## config.mk

```make
export PLATFORM = sky130hd
export DESIGN_NAME = signed_varint_codec
export DESIGN_NICKNAME = d
export VERILOG_FILES = /design/src/design/svc_pkg.sv /design/src/design/svc_ctrl.sv /design/src/design/svc_datapath.sv /design/src/design/signed_varint_codec.sv
export SDC_FILE = /design/constraint.sdc
export NUM_CORES = 1
export LEC_CHECK = 0
export ABC_AREA = 1
export BUFFER_PORTS_ARGS = -buffer_cell sky130_fd_sc_hd__buf_2
export CORE_MARGIN = 3
export CORE_UTILIZATION = 30
export DETAILED_ROUTE_END_ITERATION = 10
export GPL_ROUTABILITY_DRIVEN = 0
export PLACE_DENSITY_LB_ADDON = 0.1
export REMOVE_ABC_BUFFERS = 1
export SLEW_MARGIN = 25
export SYNTH_ARGS = -nofsm -noshare
export SYNTH_HDL_FRONTEND = slang
export SYNTH_SLANG_ARGS = --single-unit
export TNS_END_PERCENT = 30
```

## constraint.sdc

```tcl
create_clock -name clk -period 3.5 [get_ports clk]
set_input_delay 0.175 -clock clk [delete_from_list [all_inputs] [get_ports clk]]
set_output_delay 0.175 -clock clk [all_outputs]
set_load 0.05 [all_outputs]
```

## src/design/svc_pkg.sv

```systemverilog
// ---------------------------------------------------------------------------
// svc_pkg: shared types and constants for the signed varint codec
// Request and result payloads, controller/datapath command and status
// bundles, and the byte format constants.
// ---------------------------------------------------------------------------
package svc_pkg;

  // request and result codes
  localparam logic REQ_ENCODE = 1'b0;
  localparam logic REQ_DECODE = 1'b1;
  localparam logic KIND_BYTE  = 1'b0;
  localparam logic KIND_WORD  = 1'b1;

  // byte format
  localparam logic [7:0] CONT_FLAG = 8'h80;
  localparam logic [7:0] SIGN_FLAG = 8'h40;

  typedef struct packed {
    logic               req_type;
    logic signed [31:0] word_in;
    logic        [7:0]  byte_in;
  } in_t;

  typedef struct packed {
    logic               kind;
    logic        [7:0]  byte_out;
    logic               last;
    logic signed [31:0] word_out;
    logic               error;
  } out_t;

  // controller to datapath
  typedef struct packed {
    logic enc_start;
    logic enc_emit;
    logic dec_take;
  } cmd_t;

  // datapath to controller
  typedef struct packed {
    logic out_free;
    logic enc_last;
  } sts_t;

endpackage

```

## src/design/svc_ctrl.sv

```systemverilog
// ---------------------------------------------------------------------------
// svc_ctrl: request sequencer
// Accepts requests, starts an encode or hands a byte to the decoder, and
// paces the encoder one byte per cycle, while the output register is free, into it.
// ---------------------------------------------------------------------------
module svc_ctrl (
  input  logic          clk,
  input  logic          rst_n,
  input  logic          in_valid,
  input  logic          req_type,
  output logic          in_ready,
  input  svc_pkg::sts_t sts,
  output svc_pkg::cmd_t cmd
);
  import svc_pkg::*;

  localparam logic S_IDLE = 1'b0;
  localparam logic S_ENC  = 1'b1;

  logic state_r;
  logic state_nxt;
  logic take;

  assign in_ready = (state_r == S_IDLE) && sts.out_free;
  assign take     = in_valid && in_ready;

  always_comb begin
    cmd       = '0;
    state_nxt = state_r;
    unique case (state_r)
      S_IDLE: begin
        if (take) begin
          if (req_type == REQ_ENCODE) begin
            cmd.enc_start = 1'b1;
            state_nxt     = S_ENC;
          end else begin
            cmd.dec_take = 1'b1;
          end
        end
      end
      S_ENC: begin
        // one byte per cycle whenever the output slot is free
        if (sts.out_free) begin
          cmd.enc_emit = 1'b1;
          if (sts.enc_last) begin
            state_nxt = S_IDLE;
          end
        end
      end
      default: state_nxt = S_IDLE;
    endcase
  end

  always_ff @(posedge clk) begin
    if (!rst_n) begin
      state_r <= S_IDLE;
    end else begin
      state_r <= state_nxt;
    end
  end

endmodule

```

## src/design/svc_datapath.sv

```systemverilog
// ---------------------------------------------------------------------------
// svc_datapath: encoder shift register, decoder accumulator, output register
// Holds the magnitude being encoded, the decoder's gathered bits and count,
// and the single result register toward the output channel.
// ---------------------------------------------------------------------------
module svc_datapath #(
  parameter int WORD_BITS = 32
) (
  input  logic          clk,
  input  logic          rst_n,
  input  svc_pkg::in_t  in_data,
  input  svc_pkg::cmd_t cmd,
  output svc_pkg::sts_t sts,
  output logic          out_valid,
  input  logic          out_ready,
  output svc_pkg::out_t out_data
);
  import svc_pkg::*;

  localparam int IN_BITS = (WORD_BITS < 32) ? WORD_BITS : 32;
  localparam int SC_W    = $clog2(WORD_BITS + 7);

  // encoder
  logic [IN_BITS-1:0] mag_r, mag_nxt, load_v, load_mag;
  logic               sign_r;
  logic               pend_r, pend_nxt;
  logic [7:0]         enc_byte;
  logic               enc_last;

  // decoder
  logic [WORD_BITS-1:0] acc_r;
  logic [SC_W-1:0]      sc_r;
  logic [WORD_BITS-1:0] grp7, grp6, acc7, acc6, dec_word;
  logic [31:0]          word32;
  logic                 dec_cont, dec_err, dec_result;

  // output register
  out_t out_r;
  logic out_valid_r;
  logic out_free;

  assign out_free     = !out_valid_r || out_ready;
  assign sts.out_free = out_free;
  assign sts.enc_last = enc_last;
  assign out_valid    = out_valid_r;
  assign out_data     = out_r;

  // unsigned magnitude so the most negative word survives
  assign load_v   = in_data.word_in[IN_BITS-1:0];
  assign load_mag = load_v[IN_BITS-1] ? (~load_v + 1'b1) : load_v;

  always_comb begin
    enc_byte = '0;
    enc_last = 1'b0;
    mag_nxt  = mag_r;
    pend_nxt = pend_r;
    if (pend_r) begin
      // trailing sign-only byte after a 64..127 remainder
      enc_byte = sign_r ? SIGN_FLAG : 8'h00;
      enc_last = 1'b1;
      pend_nxt = 1'b0;
    end else if (|mag_r[IN_BITS-1:7]) begin
      enc_byte = CONT_FLAG | {1'b0, mag_r[6:0]};
      mag_nxt  = mag_r >> 7;
    end else if (mag_r[6]) begin
      enc_byte = CONT_FLAG | {1'b0, mag_r[6:0]};
      pend_nxt = 1'b1;
    end else begin
      enc_byte = (sign_r ? SIGN_FLAG : 8'h00) | {2'b00, mag_r[5:0]};
      enc_last = 1'b1;
    end
  end

  // groups past the word width shift out to zero
  assign grp7     = WORD_BITS'(in_data.byte_in[6:0]) << sc_r;
  assign grp6     = WORD_BITS'(in_data.byte_in[5:0]) << sc_r;
  assign acc7     = acc_r | grp7;
  assign acc6     = acc_r | grp6;
  assign dec_word = in_data.byte_in[6] ? (~acc6 + 1'b1) : acc6;
  assign word32   = 32'(dec_word);
  assign dec_cont = in_data.byte_in[7];
  assign dec_err  = dec_cont && (sc_r >= SC_W'(WORD_BITS));
  assign dec_result = !dec_cont || dec_err;

  always_ff @(posedge clk) begin
    if (cmd.enc_start) begin
      mag_r  <= load_mag;
      sign_r <= load_v[IN_BITS-1];
    end else if (cmd.enc_emit) begin
      mag_r <= mag_nxt;
    end
  end

  always_ff @(posedge clk) begin
    if (!rst_n) begin
      pend_r <= 1'b0;
    end else if (cmd.enc_start) begin
      pend_r <= 1'b0;
    end else if (cmd.enc_emit) begin
      pend_r <= pend_nxt;
    end
  end

  always_ff @(posedge clk) begin
    if (!rst_n) begin
      acc_r <= '0;
      sc_r  <= '0;
    end else if (cmd.dec_take) begin
      if (dec_cont && !dec_err) begin
        acc_r <= acc7;
        sc_r  <= sc_r + SC_W'(7);
      end else begin
        acc_r <= '0;
        sc_r  <= '0;
      end
    end
  end

  always_ff @(posedge clk) begin
    if (cmd.enc_emit) begin
      out_r.kind     <= KIND_BYTE;
      out_r.byte_out <= enc_byte;
      out_r.last     <= enc_last;
      out_r.word_out <= '0;
      out_r.error    <= 1'b0;
    end else if (cmd.dec_take && dec_result) begin
      out_r.kind     <= KIND_WORD;
      out_r.byte_out <= '0;
      out_r.last     <= 1'b0;
      out_r.word_out <= dec_err ? 32'sd0 : $signed(word32);
      out_r.error    <= dec_err;
    end
  end

  always_ff @(posedge clk) begin
    if (!rst_n) begin
      out_valid_r <= 1'b0;
    end else if (cmd.enc_emit || (cmd.dec_take && dec_result)) begin
      out_valid_r <= 1'b1;
    end else if (out_ready) begin
      out_valid_r <= 1'b0;
    end
  end

endmodule

```

## src/design/signed_varint_codec.sv

```systemverilog
// ---------------------------------------------------------------------------
// signed_varint_codec: sign-magnitude varint encoder and decoder
// Top level joining the request sequencer and the datapath.
// ---------------------------------------------------------------------------
// A decode request takes one byte; continuation bytes give no result, a
// final byte gives the signed word and an overlong run gives one error
// result. An encode request loads the magnitude register and then emits
// one to five bytes into the single output register, shifting the magnitude
// 7 bits per byte and pausing while that register is not free. Either
// request waits while that register holds a result that has not been
// taken.
module signed_varint_codec #(
  parameter int WORD_BITS = 32
) (
  input  logic          clk,
  input  logic          rst_n,
  input  logic          in_valid,
  output logic          in_ready,
  input  svc_pkg::in_t  in_data,
  output logic          out_valid,
  input  logic          out_ready,
  output svc_pkg::out_t out_data
);
  import svc_pkg::*;

  cmd_t cmd;
  sts_t sts;

  svc_ctrl u_ctrl (
    .clk      (clk),
    .rst_n    (rst_n),
    .in_valid (in_valid),
    .req_type (in_data.req_type),
    .in_ready (in_ready),
    .sts      (sts),
    .cmd      (cmd)
  );

  svc_datapath #(
    .WORD_BITS (WORD_BITS)
  ) u_dp (
    .clk       (clk),
    .rst_n     (rst_n),
    .in_data   (in_data),
    .cmd       (cmd),
    .sts       (sts),
    .out_valid (out_valid),
    .out_ready (out_ready),
    .out_data  (out_data)
  );

  // an encode request holds off the next request
  a_enc_blocks: assert property (@(posedge clk) disable iff (!rst_n)
    in_valid && in_ready && (in_data.req_type == REQ_ENCODE) |=> !in_ready)
    else $error("request accepted while an encode was starting");

  // continuation flag and last marker agree on encoded bytes
  a_last_flag: assert property (@(posedge clk) disable iff (!rst_n)
    out_valid && (out_data.kind == KIND_BYTE) |-> (out_data.last == !out_data.byte_out[7]))
    else $error("encoded byte continuation flag disagrees with last");

  // an error result carries no word
  a_err_word: assert property (@(posedge clk) disable iff (!rst_n)
    out_valid && out_data.error |-> (out_data.kind == KIND_WORD) && (out_data.word_out == 0))
    else $error("error result with nonzero word");

endmodule

```

-- Word level (Yosys, flattened, before mapping)
Cells that the tools add are included.
- latch bits: 0
- ROM bits: 0
- input port bits: 45
- register bits: 117
- bits in writable memories: 0
- memories kept: 0
- logic and storage cells: 78
- output and inout bits: 45
- $mul: 0
- reduce and logical (&&, ||, !) cells: 18
- equal/unequal tests: 1
- $add $sub $neg: 3
- bitwise gates (word level): 7
- shift operators: 2
- magnitude comparators: 1
- divide/modulo/power cells: 0
- mux-type cells: 34
- operators by type and width (kind ; number):
    $mux W32 ; 8
    $mux W42 ; 2
    $add A32 B1 Y32 const B ; 2
    $not A32 Y32 ; 2
    $or A32 B32 Y32 ; 2
    $shl A6 B6 Y32 ; 1
    $shl A7 B6 Y32 ; 1
    $reduce_or A25 Y1 ; 1
    $mux W8 ; 3
    $mux W1 ; 18
    $or A8 B6 Y8 ; 1
    $reduce_bool A2 Y1 ; 4
    $mux W7 ; 1
    $add A6 B3 Y6 const B ; 1
    $ge A6 B6 Y1 const B ; 1
    $mux W6 ; 1
    $logic_and A1 B1 Y1 ; 5
    $logic_not A1 Y1 ; 3
    $logic_or A1 B1 Y1 ; 3
    $reduce_and A3 Y1 ; 1
    $ne A2 B2 Y1 const B ; 1
    $not A1 Y1 ; 2
    $pmux W1 S2 ; 1
    $reduce_or A2 Y1 ; 1

-- Depth between registers and ports, before layout
- depth in word-level cells: 9
- depth in mapped cells: 19
- mapped depth without buffers: 18

-- By module
Synthesis repeated with hierarchy kept, for this count alone.
- cells, all modules: 1017
- area, all modules: 6975.4 sq um
- modules (own cells, without submodules) (module ; cells each ; seq. area each (sq um) ; instances ; area an instance (sq um)):
    svc_datapath ; 1002 ; 2742.6 ; 1 ; 6896.6
    svc_ctrl ; 15 ; 20.0 ; 1 ; 78.8

-- Least setup slack after synthesis
OpenSTA, ideal clock, no wires.
- path kind: flip-flop to flip-flop
- start: register u_dp.out_valid_r (netlist: u_dp.out_valid)
- end: register u_dp.mag_r[0], enable pin
- data arrival time: 3.370 ns
- cell stages (with the launch flop): 9
- path buffers: 1
- setup slack: -0.336 ns
- data required time: 3.034 ns
- period minus slack after synthesis: 3.836 ns
- library setup time: 0.466 ns
- path through: dfxtp_1 > inv_1 > nor2_1 > nor2_1 > nand2_1 > nor2_2 > clkinv_1 > clkbuf_1 > o21ai_0
- RTL lines (element ; line ; source):
    from (decl) ; svc_datapath.sv:39 ; logic out_valid_r;
    from (signal assigned) ; svc_datapath.sv:137 ; out_valid_r <= 1'b0;
    from (signal assigned) ; svc_datapath.sv:139 ; out_valid_r <= 1'b1;
    from (signal assigned) ; svc_datapath.sv:141 ; out_valid_r <= 1'b0;
    to (signal assigned) ; svc_datapath.sv:87 ; mag_r <= load_mag;
    to (signal assigned) ; svc_datapath.sv:90 ; mag_r <= mag_nxt;
    to (decl) ; svc_datapath.sv:24 ; logic [IN_BITS-1:0] mag_r, mag_nxt, load_v, load_mag;

-- Final worst setup path
- start: register u_dp.sc_r[0]
- end: register u_dp.out_r, in the netlist u_dp.out_data[21]
- longest elaborated chain between the ends: 6
- elaborated cells on any way between the ends: 10
- those cells by class: 1 x add/sub; 1 x order compare; 1 x shift; 2 x mux; 2 x bitwise; 3 x reduce/logical
- RTL lines (element ; line ; source):
    from (decl) ; svc_datapath.sv:32 ; logic [SC_W-1:0] sc_r;
    from (signal assigned) ; svc_datapath.sv:111 ; sc_r <= sc_r + SC_W'(7);
    $shl A6 B6 Y32 ; svc_datapath.sv:76 ; assign grp6 = WORD_BITS'(in_data.byte_in[5:0]) << sc_r;
    $or A32 B32 Y32 ; svc_datapath.sv:78 ; assign acc6 = acc_r | grp6;
    $not A32 Y32 ; svc_datapath.sv:79 ; assign dec_word = in_data.byte_in[6] ? (~acc6 + 1'b1) : acc6;
    $add A32 B1 Y32 ; svc_datapath.sv:79 ;
    $mux W32 ; svc_datapath.sv:79 ;
    $mux W32 ; svc_datapath.sv:130 ; out_r.word_out <= dec_err ? 32'sd0 : $signed(word32);
    to (decl) ; svc_datapath.sv:38 ; out_t out_r;
Parallel ways exist; a longest one is shown, timed or not.
A chain may end at the register's enable or synchronous reset.

==> metrics.md <==
| Metric | Value |
|---|---|
| Die area | `0.0256 mm^2` |
| CP required | `3.81 ns` |
| Ant diodes | `0` |
| Iter 0 DRT Violations | `496` |
| Total clock sinks | `117` |
| Worst-path clk slew | `0.06 ns` |
| Dominant cell type by area after synthesis | `dfxtp_1` |
| Pins Over Slew Limit | `0` |
| Seq/Total Area, Yosys | `38.8%` |
| Asr flop ratio synth | `0%` |
| Pwr/cell area | `516 mW/mm^2` |
| Mux cell area share after synthesis | `0%` |
| R2R setup slack | `0.75 ns` |
| Max_cap viols | `0` |
| Mapped cell area | `0.00711 mm^2` |
| Peak supply drop | `211 uV` |
| Worst-case clock skew | `0.0150 ns` |
| Dpl cell area | `0.00788 mm^2` |
| Yosys reg bits | `117` |
| Hold buffer count at cts | `0` |
| Simple-gate share of the synthesized area | `36.5%` |
| Largest net degree at the start of global routing | `33` |
| CTS resizes | `0` |
| Lkg Pwr | `0.00384 uW` |
| Crit Path Category | `reg -> reg` |
| Hpwl dp | `15.6 mm` |
| CP Launch Type | `register` |
| Final hold vios | `0` |
| Critical path capture point type | `register` |
| Max incr delay on CP | `0.57 ns` |
| Crit-path max FO | `16` |
| Initial antenna violation count | `0` |
| Reg-to-Reg Start | `u_dp.sc_r[0]` |
| DIE HEIGHT | `160 um` |
| Crit path to | `u_dp.out_data[21]` |
| CP most frequent cell | `nand2_1` |
| First-pass GRT wire length | `34.3 mm` |
| Crit share post-route | `78.6%` |
| Initial Util | `30.9%` |
| Clock root cell | `clkbuf_16` |
| Cell variety after synth | `49` |
| Setup-failing EPs final | `0` |
| Yosys top cell area share | `21.1%` |
| Tot GR Track Use | `16.6%` |
| CTS Buf Count | `17` |
| Syn. warnings | `0` |
| Critical Path Source | `u_dp.sc_r[0]` |
| Syn Inst Count | `1015` |
| Share of layout cells above drive strength 1 | `19.3%` |
| R2R depth | `16` |
| Clk buf depth | `2` |
| Die X | `160 um` |
| Vias/cell | `4.71` |
| Slew @ Worst Pin | `0.731 ns` |
| Fin area | `0.00844 mm^2` |
| Compound-Gate Fraction of Synth Area | `13.2%` |
| Fin nets | `1146` |
| Drt pass-1 iters | `5` |
| CTS H-tree depth | `4` |
| Clk_lat worst skew | `0.42 ns` |
| Vias | `6706` |
| Synth Area in Adders | `0.528%` |
| Min cycle time layout | `2.75 ns` |
| CTS tree | `built` |
| Ys flop type | `dfxtp_1` |
| Placed cells | `1392` |
| Main combinational cell family by area after synthesis | `simple AND/OR/NAND/NOR gates` |
| Rows | `55` |
| Crit Reg-Reg Endpoint | `u_dp.out_data[21]` |
| Worst relative slew slack | `51.1%` |
| Average cell area after synthesis | `7.01 um^2` |
| CP max stage cell | `dfxtp_1` |
| Hold Crit Depth | `3` |
| Number of port buffers | `89` |
| Min-Delay Path Class | `in -> reg` |
| Unrepaired setup endpoints after global routing | `no` |
| XOR/XNOR Fraction of Synth Area | `2.83%` |
| Number of flops mapped to enable cells by yosys | `42` |
| GRT Residual Overflow | `0` |
| Max Freq | `364 MHz` |
| Setup Buffers After CTS | `0` |
| Status | `finished, final reports clean` |
| Worst Path Arrival | `3.06 ns` |
| WL final | `20.8 mm` |
| Area added between synthesis and finish | `18.6%` |
| I/O Pins | `90` |
| Critical Path, Cell by Cell | `inv_2 > nand2_1 > nand2_1 > nand3_2 > nor2_2 > a21oi_4 > ha_1 > nand3_1 > nor2_1 > nand3_2 > nand2_2 > nand2_4 > nor2_8 > nand3b_1 > nand3_1 > nand2_1` |
| Residual DRC | `0` |
| Vias in the first global route | `6521` |
| Fin cells | `1424` |
| Core Box Area | `0.0230 mm^2` |
| Wire length per cell | `14.6 um` |
| Detail Route Antenna Nets | `0` |
| Area contributors post-synth | `dfxtp_1 21%, edfxtp_1 18%, nand2_1 15%, nand3_1 5.6%, nor2_1 5.3%` |
## kinds of logic after synthesis
kind of cell             count (synthesis)
adder cells (fa/ha/maj)                  3
flip-flops                             117
buffers and inverters                  142
AO/OA/AOI/OAI                          166
XOR/XNOR                                23
AND/OR/NAND/NOR                        564
## through the flow
stage          power [uW]  setup slack [ns]  hold slack, ns  setup TNS (ns)  util (%)
2_1_floorplan        2420            -0.975           0.274          -31.22         -
3_3_place_gp         2730             0.830           0.433               0      34.3
3_5_place_dp         2730             0.801           0.436               0      34.3
4_1_cts              4410             0.771          0.0303               0      36.7
5_1_grt              4590             0.434          0.0397               0      36.7
6_report             4350             0.751          0.0414               0      36.7
## registers in the layout (all words and copies together) (netlist names)
| signal | count |
|---|---|
| u_dp.out_valid | 1 |
| u_ctrl.state_r | 1 |
| u_dp.pend_r | 1 |
| u_dp.out_data | 43 |
| u_dp.sc_r | 6 |
| u_dp.sign_r | 1 |
| u_dp.acc_r | 32 |
| u_dp.mag_r | 32 |
## final cells by class
class                      instances  area, um^2
sequential                       117        2760
timing repair buffer             101         548
fill                            2583       14500
multi-input combinational        756        3780
clock inverter                    15         131
clock buffer                      17         425
tap                              313         392
inverter                         105         399
## layout by cell type (no fill, tap or decap), drive strengths merged, types with 7 or more instances in the layout
master / instances
nand2: 300
nor2: 117
inv: 114
buf: 101
nand3: 93
dfxtp: 75
o21ai: 74
a21oi: 72
edfxtp: 42
xor2: 20
nand4: 18
nor3: 18
clkbuf: 17
o31ai: 7
nor4: 7
## per-layer routing
layer  track usage (%)  up-vias  routed length [um]
li1                  -     3514                   -
met1              21.4     3020                9830
met2              28.8      149                9980
met3              2.54       23                 701
met4              4.93        0                 294
met5                 0        -                   0
## synth_stat cells (2+ instances only)
library cell  count
nand2_4           2
buf_1             3
nor2_2           12
xor2_1           20
a211oi_1          2
nand3_2          12
nor2_1          100
clkinv_1          2
nand4_1          17
nand3b_1          4
a31oi_1           5
nand2_1         277
a21oi_1          63
a21oi_4           4
clkbuf_1         20
nor2_4            4
o21ai_0          65
nor3_1           15
xnor2_1           3
or2_1             3
buf_6             3
nand2_2          21
a21oi_2           5
inv_1            91
ha_1              3
nor3_2            3
o31ai_1           7
o21bai_1          2
nand3_1          80
dfxtp_1          75
inv_2            11
edfxtp_1         42
buf_2            10
o21ai_1           9
nor4_1            6
## worst max-delay path, delay by kind of cell, from the launching register on
family	cells	cell delay, ns
AO/OA/AOI/OAI	1	0.16
adder cells (fa/ha/maj)	1	0.18
buffers and inverters	1	0.24
flip-flops	1	0.57
AND/OR/NAND/NOR	13	1.46
## worst min-delay path by stage
| stage | startpoint | endpoint | slack [ns] |
|---|---|---|---|
| detailed placement | u_dp.out_data[11] | u_dp.out_data[11] | 0.44 |
| global route | rst_n | u_dp.sc_r[1] | 0.04 |
| floorplan | in_data[39] | u_dp.sign_r | 0.27 |
| finish | rst_n | u_dp.sc_r[1] | 0.04 |
| global placement | u_dp.out_data[10] | u_dp.out_data[10] | 0.43 |
| CTS | rst_n | u_dp.sc_r[1] | 0.03 |
## power breakdown
| group | internal, uW | leakage (uW) | switching, uW |
|---|---|---|---|
| logic | 276 | 0.00255 | 779 |
| clock network | 935 | 0.000275 | 731 |
| registers | 1560 | 0.00102 | 70.8 |
| total | 2770 | 0.00384 | 1580 |
(Power assumes the default switching activity.)
